===== src/rtl/assert_macros.svh =====
// ---------------------------------------------------------------------------
// assert_macros.svh
// concurrent assertion wrappers, empty when SYNTH is defined
// ---------------------------------------------------------------------------
`ifndef ASSERT_MACROS_SVH
`define ASSERT_MACROS_SVH

`ifndef SYNTH

`define ASSERT_PROP(lbl, clk, rst_n, prop, msg) \
  lbl: assert property (@(posedge clk) disable iff (!rst_n) prop) else $error(msg);

`define ASSERT_NEVER(lbl, clk, rst_n, expr, msg) \
  lbl: assert property (@(posedge clk) disable iff (!rst_n) !(expr)) else $error(msg);

`else

`define ASSERT_PROP(lbl, clk, rst_n, prop, msg)

`define ASSERT_NEVER(lbl, clk, rst_n, expr, msg)

`endif

`endif


===== src/rtl/bfe_pkg.sv =====
// ---------------------------------------------------------------------------
// bfe_pkg
// shared types, constants and frame encoding functions
// ---------------------------------------------------------------------------
package bfe_pkg;

  localparam int NUM_BYTES   = 6;
  localparam int CRC_BYTES   = 4;
  localparam int QUEUE_DEPTH = 2;

  localparam logic [16:0] ID_MODULE_BASE = 17'h06000;
  localparam logic [16:0] ID_PACK1       = 17'h08000;
  localparam logic [16:0] ID_PACK2       = 17'h08010;
  localparam logic [16:0] ID_PACK3       = 17'h08020;

  localparam logic [15:0] CRC_POLY = 16'h1021;
  localparam logic [15:0] CRC_INIT = 16'hFFFF;

  localparam logic [7:0]  FILL_BYTE      = 8'hFF;
  localparam logic [7:0]  TYPE_BALANCE   = 8'h01;
  localparam logic [7:0]  TYPE_VOLT_BASE = 8'h02;
  localparam logic [7:0]  TYPE_TEMP_TOP  = 8'h0F;
  localparam logic [5:0]  VOLT_HI_MASK   = 6'h3F;
  localparam logic signed [16:0] TEMP_OFFSET = 17'sd40;
  localparam logic signed [16:0] TEMP_MAX    = 17'sd255;

  // group / 12 as (group * 171) >> 11, exact for 8-bit group
  localparam logic [15:0] DIV12_RECIP = 16'd171;
  localparam int          DIV12_SHIFT = 11;
  localparam logic [7:0]  GROUP_SIZE  = 8'd12;

  typedef enum logic [2:0] {
    CMD_BALANCE    = 3'd0,
    CMD_CELL_VOLTS = 3'd1,
    CMD_TEMPS      = 3'd2,
    CMD_PACK1      = 3'd3,
    CMD_PACK2      = 3'd4,
    CMD_PACK3      = 3'd5
  } bfe_cmd_t;

  typedef struct packed {
    logic [16:0]                frame_id;
    logic [NUM_BYTES-1:0][7:0]  bytes;
  } bfe_item_t;

  typedef struct packed {
    logic ready;
    logic valid;
  } bfe_qstat_t;

  function automatic logic [15:0] crc16_byte(input logic [15:0] crc_in,
                                             input logic [7:0] data);
    logic [15:0] c;
    c = crc_in ^ {data, 8'h00};
    for (int k = 0; k < 8; k++) begin
      if (c[15]) begin
        c = {c[14:0], 1'b0} ^ CRC_POLY;
      end else begin
        c = {c[14:0], 1'b0};
      end
    end
    return c;
  endfunction

  function automatic logic [7:0] temp_code(input logic [15:0] v);
    logic signed [16:0] t;
    t = signed'({v[15], v}) + TEMP_OFFSET;
    if (t < 0) begin
      return 8'h00;
    end else if (t > TEMP_MAX) begin
      return 8'hFF;
    end else begin
      return t[7:0];
    end
  endfunction

  function automatic logic [7:0] volt_hi(input logic [15:0] v);
    return {2'b00, v[13:8] & VOLT_HI_MASK};
  endfunction

  function automatic logic [16:0] module_frame_id(input logic [7:0] module_id,
                                                  input logic [7:0] frame_type);
    logic [7:0] m;
    m = module_id + 8'd1;
    return ID_MODULE_BASE + {1'b0, m, 8'h00} + {9'h000, frame_type};
  endfunction

endpackage


===== src/rtl/battery_frame_encoder_crc16_core.sv =====
// ---------------------------------------------------------------------------
// battery_frame_encoder_crc16_core
// battery-monitor bus frame builder with crc-16 over the frame head
// ---------------------------------------------------------------------------
// A request is taken on any edge with start high and busy low, one per clock.
// Commands 0 to 5 each give exactly one result, marked by out_valid for one
// cycle. It passes through the frame builder register, the hand-off queue
// and the crc pipeline, which folds in one payload byte per stage. Commands
// 6 and 7 give no result. The receiver cannot stall, so the queue always
// drains and busy stays low in normal use.
`include "assert_macros.svh"

module battery_frame_encoder_crc16_core import bfe_pkg::*; #(
  parameter int QueueDepth = QUEUE_DEPTH
) (
  input  logic        clk,
  input  logic        rst_n,
  input  logic        start,
  output logic        busy,
  input  logic [2:0]  in_command,
  input  logic [7:0]  in_module_id,
  input  logic [7:0]  in_group,
  input  logic [15:0] in_value_0,
  input  logic [15:0] in_value_1,
  input  logic [15:0] in_value_2,
  input  logic [15:0] in_value_3,
  input  logic [15:0] in_value_4,
  input  logic [15:0] in_value_5,
  output logic        out_valid,
  output logic [16:0] out_frame_id,
  output logic [7:0]  out_byte_0,
  output logic [7:0]  out_byte_1,
  output logic [7:0]  out_byte_2,
  output logic [7:0]  out_byte_3,
  output logic [7:0]  out_byte_4,
  output logic [7:0]  out_byte_5,
  output logic [7:0]  out_crc_high,
  output logic [7:0]  out_crc_low
);

  bfe_qstat_t  q_stat;
  logic        push;
  bfe_item_t   push_item;
  logic        pop;
  bfe_item_t   pop_item;
  logic        front_vld;
  bfe_item_t   res_item;
  logic [15:0] res_crc;

  bfe_front u_front (
    .clk       (clk),
    .rst_n     (rst_n),
    .start     (start),
    .busy      (busy),
    .command   (in_command),
    .module_id (in_module_id),
    .group     (in_group),
    .value_0   (in_value_0),
    .value_1   (in_value_1),
    .value_2   (in_value_2),
    .value_3   (in_value_3),
    .value_4   (in_value_4),
    .value_5   (in_value_5),
    .q_stat    (q_stat),
    .push      (push),
    .push_item (push_item),
    .front_vld (front_vld)
  );

  bfe_queue #(
    .Depth (QueueDepth)
  ) u_queue (
    .clk       (clk),
    .rst_n     (rst_n),
    .push      (push),
    .push_item (push_item),
    .pop       (pop),
    .pop_item  (pop_item),
    .q_stat    (q_stat)
  );

  bfe_back u_back (
    .clk       (clk),
    .rst_n     (rst_n),
    .q_stat    (q_stat),
    .pop_item  (pop_item),
    .pop       (pop),
    .res_valid (out_valid),
    .res_item  (res_item),
    .res_crc   (res_crc)
  );

  assign out_frame_id = res_item.frame_id;
  assign out_byte_0   = res_item.bytes[0];
  assign out_byte_1   = res_item.bytes[1];
  assign out_byte_2   = res_item.bytes[2];
  assign out_byte_3   = res_item.bytes[3];
  assign out_byte_4   = res_item.bytes[4];
  assign out_byte_5   = res_item.bytes[5];
  assign out_crc_high = res_crc[15:8];
  assign out_crc_low  = res_crc[7:0];

  `ASSERT_PROP(a_unused_cmd_dropped, clk, rst_n, (start && !busy && in_command > CMD_PACK3) |=> !front_vld, "unused command reached the queue")
  `ASSERT_PROP(a_valid_cmd_kept, clk, rst_n, (start && !busy && in_command <= CMD_PACK3) |=> front_vld, "valid command was lost")
  `ASSERT_NEVER(a_busy_without_item, clk, rst_n, busy && !front_vld, "busy with empty front stage")

endmodule


===== src/rtl/bfe_front.sv =====
// ---------------------------------------------------------------------------
// bfe_front
// takes requests, drops unused commands, builds identifier and payload bytes
// ---------------------------------------------------------------------------
module bfe_front import bfe_pkg::*; (
  input  logic        clk,
  input  logic        rst_n,
  input  logic        start,
  output logic        busy,
  input  logic [2:0]  command,
  input  logic [7:0]  module_id,
  input  logic [7:0]  group,
  input  logic [15:0] value_0,
  input  logic [15:0] value_1,
  input  logic [15:0] value_2,
  input  logic [15:0] value_3,
  input  logic [15:0] value_4,
  input  logic [15:0] value_5,
  input  bfe_qstat_t  q_stat,
  output logic        push,
  output bfe_item_t   push_item,
  output logic        front_vld
);

  logic        fr_vld_r, fr_vld_nxt;
  bfe_item_t   fr_item_r, fr_item_nxt;
  bfe_item_t   built;
  logic        cmd_ok;
  logic        accept;
  logic [15:0] div_prod;
  logic [4:0]  grp_quot;
  logic [7:0]  grp_rem;
  logic [7:0]  volt_type;

  assign div_prod  = {8'h00, group} * DIV12_RECIP;
  assign grp_quot  = div_prod[DIV12_SHIFT +: 5];
  assign grp_rem   = group - ({3'b000, grp_quot} * GROUP_SIZE);
  assign volt_type = {grp_quot[3:0], 4'h0} + TYPE_VOLT_BASE + grp_rem;

  always_comb begin
    built  = '0;
    cmd_ok = 1'b1;
    case (bfe_cmd_t'(command))
      CMD_BALANCE: begin
        built.frame_id = module_frame_id(module_id, TYPE_BALANCE);
        built.bytes[0] = FILL_BYTE;
        built.bytes[1] = FILL_BYTE;
        built.bytes[2] = value_0[15:8];
        built.bytes[3] = value_0[7:0];
        built.bytes[4] = value_1[15:8];
        built.bytes[5] = value_1[7:0];
      end
      CMD_CELL_VOLTS: begin
        built.frame_id = module_frame_id(module_id, volt_type);
        built.bytes[0] = value_0[7:0];
        built.bytes[1] = volt_hi(value_0);
        built.bytes[2] = value_1[7:0];
        built.bytes[3] = volt_hi(value_1);
        built.bytes[4] = value_2[7:0];
        built.bytes[5] = volt_hi(value_2);
      end
      CMD_TEMPS: begin
        built.frame_id = module_frame_id(module_id, TYPE_TEMP_TOP - group);
        built.bytes[0] = temp_code(value_0);
        built.bytes[1] = temp_code(value_1);
        built.bytes[2] = temp_code(value_2);
        built.bytes[3] = temp_code(value_3);
        built.bytes[4] = temp_code(value_4);
        built.bytes[5] = temp_code(value_5);
      end
      CMD_PACK1: begin
        built.frame_id = ID_PACK1;
        built.bytes[0] = value_0[15:8];
        built.bytes[1] = value_0[7:0];
        built.bytes[2] = value_1[7:0];
        built.bytes[3] = volt_hi(value_1);
        built.bytes[4] = value_2[7:0];
        built.bytes[5] = volt_hi(value_2);
      end
      CMD_PACK2: begin
        built.frame_id = ID_PACK2;
        built.bytes[0] = value_0[7:0];
        built.bytes[1] = volt_hi(value_0);
        built.bytes[2] = value_1[15:8];
        built.bytes[3] = value_1[7:0];
        built.bytes[4] = value_2[15:8];
        built.bytes[5] = value_2[7:0];
      end
      CMD_PACK3: begin
        built.frame_id = ID_PACK3;
        built.bytes[0] = temp_code(value_0);
        built.bytes[1] = temp_code(value_1);
        built.bytes[2] = temp_code(value_2);
        built.bytes[3] = FILL_BYTE;
        built.bytes[4] = FILL_BYTE;
        built.bytes[5] = FILL_BYTE;
      end
      default: begin
        cmd_ok = 1'b0;
      end
    endcase
  end

  assign busy   = fr_vld_r && !q_stat.ready;
  assign accept = start && !busy;

  always_comb begin
    fr_vld_nxt  = fr_vld_r;
    fr_item_nxt = fr_item_r;
    if (accept) begin
      fr_vld_nxt  = cmd_ok;
      fr_item_nxt = built;
    end else if (q_stat.ready) begin
      fr_vld_nxt  = 1'b0;
    end
  end

  always_ff @(posedge clk) begin
    if (!rst_n) begin
      fr_vld_r <= 1'b0;
    end else begin
      fr_vld_r <= fr_vld_nxt;
    end
    fr_item_r <= fr_item_nxt;
  end

  assign push      = fr_vld_r;
  assign push_item = fr_item_r;
  assign front_vld = fr_vld_r;

endmodule


===== src/rtl/bfe_queue.sv =====
// ---------------------------------------------------------------------------
// bfe_queue
// small register queue between the frame builder and the crc pipeline
// ---------------------------------------------------------------------------
module bfe_queue import bfe_pkg::*; #(
  parameter int Depth = QUEUE_DEPTH
) (
  input  logic       clk,
  input  logic       rst_n,
  input  logic       push,
  input  bfe_item_t  push_item,
  input  logic       pop,
  output bfe_item_t  pop_item,
  output bfe_qstat_t q_stat
);

  localparam int PtrW = $clog2(Depth);
  localparam int CntW = $clog2(Depth + 1);

  bfe_item_t       mem_r [Depth];
  logic [PtrW-1:0] wr_ptr_r, wr_ptr_nxt;
  logic [PtrW-1:0] rd_ptr_r, rd_ptr_nxt;
  logic [CntW-1:0] cnt_r, cnt_nxt;
  logic            full, empty;
  logic            push_en, pop_en;

  assign full    = (cnt_r == CntW'(Depth));
  assign empty   = (cnt_r == '0);
  assign pop_en  = pop && !empty;
  assign push_en = push && (!full || pop_en);

  assign q_stat.valid = !empty;
  assign q_stat.ready = !full || pop_en;
  assign pop_item     = mem_r[rd_ptr_r];

  always_comb begin
    wr_ptr_nxt = wr_ptr_r;
    rd_ptr_nxt = rd_ptr_r;
    cnt_nxt    = cnt_r;
    if (push_en) begin
      wr_ptr_nxt = (wr_ptr_r == PtrW'(Depth - 1)) ? '0 : wr_ptr_r + 1'b1;
    end
    if (pop_en) begin
      rd_ptr_nxt = (rd_ptr_r == PtrW'(Depth - 1)) ? '0 : rd_ptr_r + 1'b1;
    end
    if (push_en && !pop_en) begin
      cnt_nxt = cnt_r + 1'b1;
    end else if (pop_en && !push_en) begin
      cnt_nxt = cnt_r - 1'b1;
    end
  end

  always_ff @(posedge clk) begin
    if (!rst_n) begin
      wr_ptr_r <= '0;
      rd_ptr_r <= '0;
      cnt_r    <= '0;
    end else begin
      wr_ptr_r <= wr_ptr_nxt;
      rd_ptr_r <= rd_ptr_nxt;
      cnt_r    <= cnt_nxt;
    end
    if (push_en) begin
      mem_r[wr_ptr_r] <= push_item;
    end
  end

endmodule


===== src/rtl/bfe_back.sv =====
// ---------------------------------------------------------------------------
// bfe_back
// crc-16 pipeline, one payload byte per stage, last stage drives the result
// ---------------------------------------------------------------------------
module bfe_back import bfe_pkg::*; (
  input  logic       clk,
  input  logic       rst_n,
  input  bfe_qstat_t q_stat,
  input  bfe_item_t  pop_item,
  output logic       pop,
  output logic       res_valid,
  output bfe_item_t  res_item,
  output logic [15:0] res_crc
);

  localparam int LastStage = CRC_BYTES - 1;

  logic [CRC_BYTES-1:0] st_vld_r;
  logic [15:0]          st_crc_r  [CRC_BYTES];
  bfe_item_t            st_item_r [CRC_BYTES];

  // receiver never stalls, so the pipeline always drains the queue
  assign pop = q_stat.valid;

  for (genvar s = 0; s < CRC_BYTES; s++) begin : g_stage
    if (s == 0) begin : g_first
      always_ff @(posedge clk) begin
        if (!rst_n) begin
          st_vld_r[s] <= 1'b0;
        end else begin
          st_vld_r[s] <= q_stat.valid;
        end
        st_item_r[s] <= pop_item;
        st_crc_r[s]  <= crc16_byte(CRC_INIT, pop_item.bytes[s]);
      end
    end else begin : g_next
      always_ff @(posedge clk) begin
        if (!rst_n) begin
          st_vld_r[s] <= 1'b0;
        end else begin
          st_vld_r[s] <= st_vld_r[s-1];
        end
        st_item_r[s] <= st_item_r[s-1];
        st_crc_r[s]  <= crc16_byte(st_crc_r[s-1], st_item_r[s-1].bytes[s]);
      end
    end
  end

  assign res_valid = st_vld_r[LastStage];
  assign res_item  = st_item_r[LastStage];
  assign res_crc   = st_crc_r[LastStage];

endmodule


===== config.mk =====
export PLATFORM = sky130hd
export DESIGN_NAME = battery_frame_encoder_crc16_core
export DESIGN_NICKNAME = d
export VERILOG_FILES = /design/src/rtl/bfe_pkg.sv /design/src/rtl/battery_frame_encoder_crc16_core.sv /design/src/rtl/bfe_front.sv /design/src/rtl/bfe_queue.sv /design/src/rtl/bfe_back.sv
export VERILOG_INCLUDE_DIRS = /design/src /design/src/rtl
export SDC_FILE = /design/constraint.sdc
export NUM_CORES = 1
export LEC_CHECK = 0
export ABC_AREA = 1
export ABC_CLOCK_PERIOD_IN_PS = 14600
export BUFFER_PORTS_ARGS = -buffer_cell sky130_fd_sc_hd__buf_2
export CAP_MARGIN = 30
export CORE_UTILIZATION = 55
export DETAILED_ROUTE_END_ITERATION = 6
export HOLD_SLACK_MARGIN = 0.1
export PLACE_DENSITY = 0.75
export SKIP_CTS_REPAIR_TIMING = 1
export SLEW_MARGIN = 20
export SYNTH_ARGS = -nofsm -noshare
export SYNTH_HDL_FRONTEND = slang
export SYNTH_SLANG_ARGS = --single-unit

===== constraint.sdc =====
create_clock -name clk -period 14.6 [get_ports clk]
set_clock_uncertainty 0.15 [all_clocks]
set_input_delay 1.46 -clock clk [delete_from_list [all_inputs] [get_ports clk]]
set_output_delay 1.46 -clock clk [all_outputs]
set_load 0.005 [all_outputs]

==> impl_metrics.toml <==
[synth]
ys_ff_latch = 528
synth.largest_area_cell = "dfxtp_1"
ys_top_cells_by_area = "dfxtp_1 35%, edfxtp_1 30%, nand2_1 4.8%"
netlist_area_sq_um = 19300
synth_cells = 1587
yosysSeqAreaShare_pct = 65.0
synth_fp_nets = 1789
synth_ff_type = "dfxtp_1"
synth-edff-count = 195
async_flop_share_pct = 0
syn_avg_cell_area_sq_um = 12.1
synthDistinctLibCells = 55
yosys_warnings = 0
synth_top_area_share_pct = 34.6

[clock_tree]
root_buffer = "clkbuf_16"
cts_tree = "done"
cts_sinks = 528
clkTransAtPathRegs_ps = 60
clkLatencyLatePin_ps = 560
clock_path_buffers = 3
htreeDepth = 2
numCtsBuffers = 46

[routing]
drt_wl_total_um = 39700
drtIter0Drc = 667
avgRoutedWirePerCell_um = 17.2
drt_first_pass_iters = 6
drc_errors = 0
routed_via_density = 5.13
vias = 11841
ant_nets = 0

[sta]
fin_crit_ps = 6780
setup_viol = 0
relSlewSlack_pct = 37.2
finalMaxSlewViolations = 0
worst_slew_pin_slew_ps = 942
hold_viol = 0
tns_ps = 0
rsz0062_at_grt = "false"
timing.final.crit_share_pct = 46.5
fmax_mhz = 147

[grt]
use_met3_pct = 3.65
grt_antenna_before_repair = 2
grt_util_met1_pct = 32.7
busiest_layer = "met2"
grt_max_degree = 67
global_route.usage.met2_pct = 34.3
grt_overflow = 0
grt_pass1_wl_um = 61800
track_usage_pct = 22.5
grt_pass1_vias = 11579

[placed_design]
dp_hpwl_um = 28900
port_buffers = 199
place_inst = 2225
routabilityCongestion = 0.919

[power]
power.total_mw = 4.30
power_leakage_nw = 9.51
vdd_drop_max_uv = 137
power.density_nw_per_um2 = 193

[run]
drv_cap = 0

[finish]
num-fill-cells = 2652
fin_cells = 2310
multiInputGateArea_sq_um = 5960
final_core_util_pct = 64.4
drive_gt1_share_pct = 20.5
area_growth_pct = 15.4
n_antenna_cell = 0
fin_nets = 2021
regArea_sq_um = 12500

[floorplanning]
core.rowCount = 68
die_x_um = 189
ios = 201
die_area_sq_um = 35800
core_sq_um = 34500
initial_core_util_pct = 55.8
die_height_um = 189

[setup_path]
required_ps = 14740
arrival_ps = 6920
criticalPathCategory = "in2reg"
cp-start-kind = "input port"
reg2reg_depth = 2
cp-end-kind = "register"
critPathMaxFanout = 8

[status]
outcome = "completed"

[hold_path]
hold_class = "reg2reg"
holdPathStages = 0
==> flip-flops by register name (all words and copies together), names as in the netlist, named ones only <==
register and count:
u_front.push_item 65, u_queue.mem_r 130, u_queue.rd_ptr_r 1, u_back.st_crc_r 63, u_front.front_vld 1, u_back.st_item_r 260, u_queue.wr_ptr_r 1, u_back.st_vld_r 3
u_back.res_valid 1, u_queue.cnt_r 2
==> layer usage <==
layer	part of all wire (%)	vias to the layer above	wire, um
met5	0.068	-	27
met4	2.6	4	1020
met3	5.8	70	2320
met2	44	372	17300
met1	48	5570	18900
li1	-	5825	-
==> layout make-up <==
type | count | share of cell area [%]
clock buffers | 72 | 6.03
well taps | 455 | 2.56
clock inverters | 12 | 0.501
repair buffers | 208 | 4.78
flip-flops and latches | 528 | 56.3
multi-input cells | 857 | 26.8
inverters | 178 | 3.00
==> cells by family after synthesis <==
family                   synth area share [%]
XOR/XNOR                                 5.63
AND/OR/NAND/NOR                          9.67
other                                  0.0195
buffers and inverters                    4.17
multiplexers                             3.74
AO/OA/AOI/OAI                            5.76
flip-flops                               65.0
adder cells (fa/ha/maj)                  6.04
==> metrics by stage <==
stage | area (sq um) | worst slack [ps] | hold WS (ps)
floorplan | 19300 | 7810 | 160
global placement | 20800 | 7360 | 160
detailed placement | 20800 | 7280 | 162
CTS | 22200 | 7840 | 174
global route | 22200 | 7390 | 178
finish | 22200 | 7820 | 175
==> worst max-delay path, cell delays in order <==
cell      delay (ps)
buf_2            150
ha_1             340
fa_1             480
fa_1             510
inv_1             50
fa_1             530
inv_1             40
ha_1             310
nand2_1           80
nand2_1           60
nand2_1           60
nand3_1           90
a31o_2           230
xor2_1           270
ha_1             240
ha_1             230
inv_1             70
fa_1             410
ha_1             330
a21oi_1          270
o21bai_1         100
a21oi_1          190
nand3b_1         130
nand2_1           70
inv_1             50
nand2_1           50
nand3_1           60
nand2_1           50
==> where the power goes <==
group          switching, mW  internal [mW]  total, mW
Combinational          0.631          0.496       1.13
Clock                  0.494          0.652       1.15
Sequential             0.121           1.91       2.03
Total                   1.25           3.05       4.30
==> layout by cell type, fill, tap and decap left out, types with 38 or more instances in the layout <==
cell type,instances
dfxtp_1,332
nand3_1,38
ha_1,69
inv_1,170
xor2_1,75
clkbuf_16,47
edfxtp_1,195
buf_2,199
nand2_1,244
o21ai_0,48
mux2_2,64
nor2_1,59
xnor2_1,49
==> cells in the mapped netlist (all sizes together) (2+ instances only) <==
library cell    n
ha             69
o211ai          5
dfxtp         333
o22ai           5
a21oi          38
xnor2          49
o2111ai         7
nor2           68
edfxtp        195
a211oi          2
fa             15
mux2           64
a221oi         38
nand4          32
dlygate4sd1     3
nand2         247
buf            13
o21bai          3
nand3b          2
nor3b           3
o221ai          2
o21ai          58
a21o            2
nor3           18
nor4            5
or2             5
clkbuf          7
nand3          39
xor2           75
inv           178
==> path summary, 6_finish.rpt <==
| check | slack [ps] | start | endpoint |
|---|---|---|---|
| min reg2reg | 180 | u_back.st_item_r[2][34]$_DFF_P_ | u_back.st_item_r[3][34]$_DFF_P_ |
| max reg2reg | 12600 | register | u_back.st_item_r[0][26]$_DFF_P_ |
| max | 7820 | in_group[1] | u_front.push_item[55]$_DFFE_PP_ |
| min | 180 | u_back.st_item_r[2][34]$_DFF_P_ | u_back.st_item_r[3][34]$_DFF_P_ |
Power figures use the tool's default switching activity.
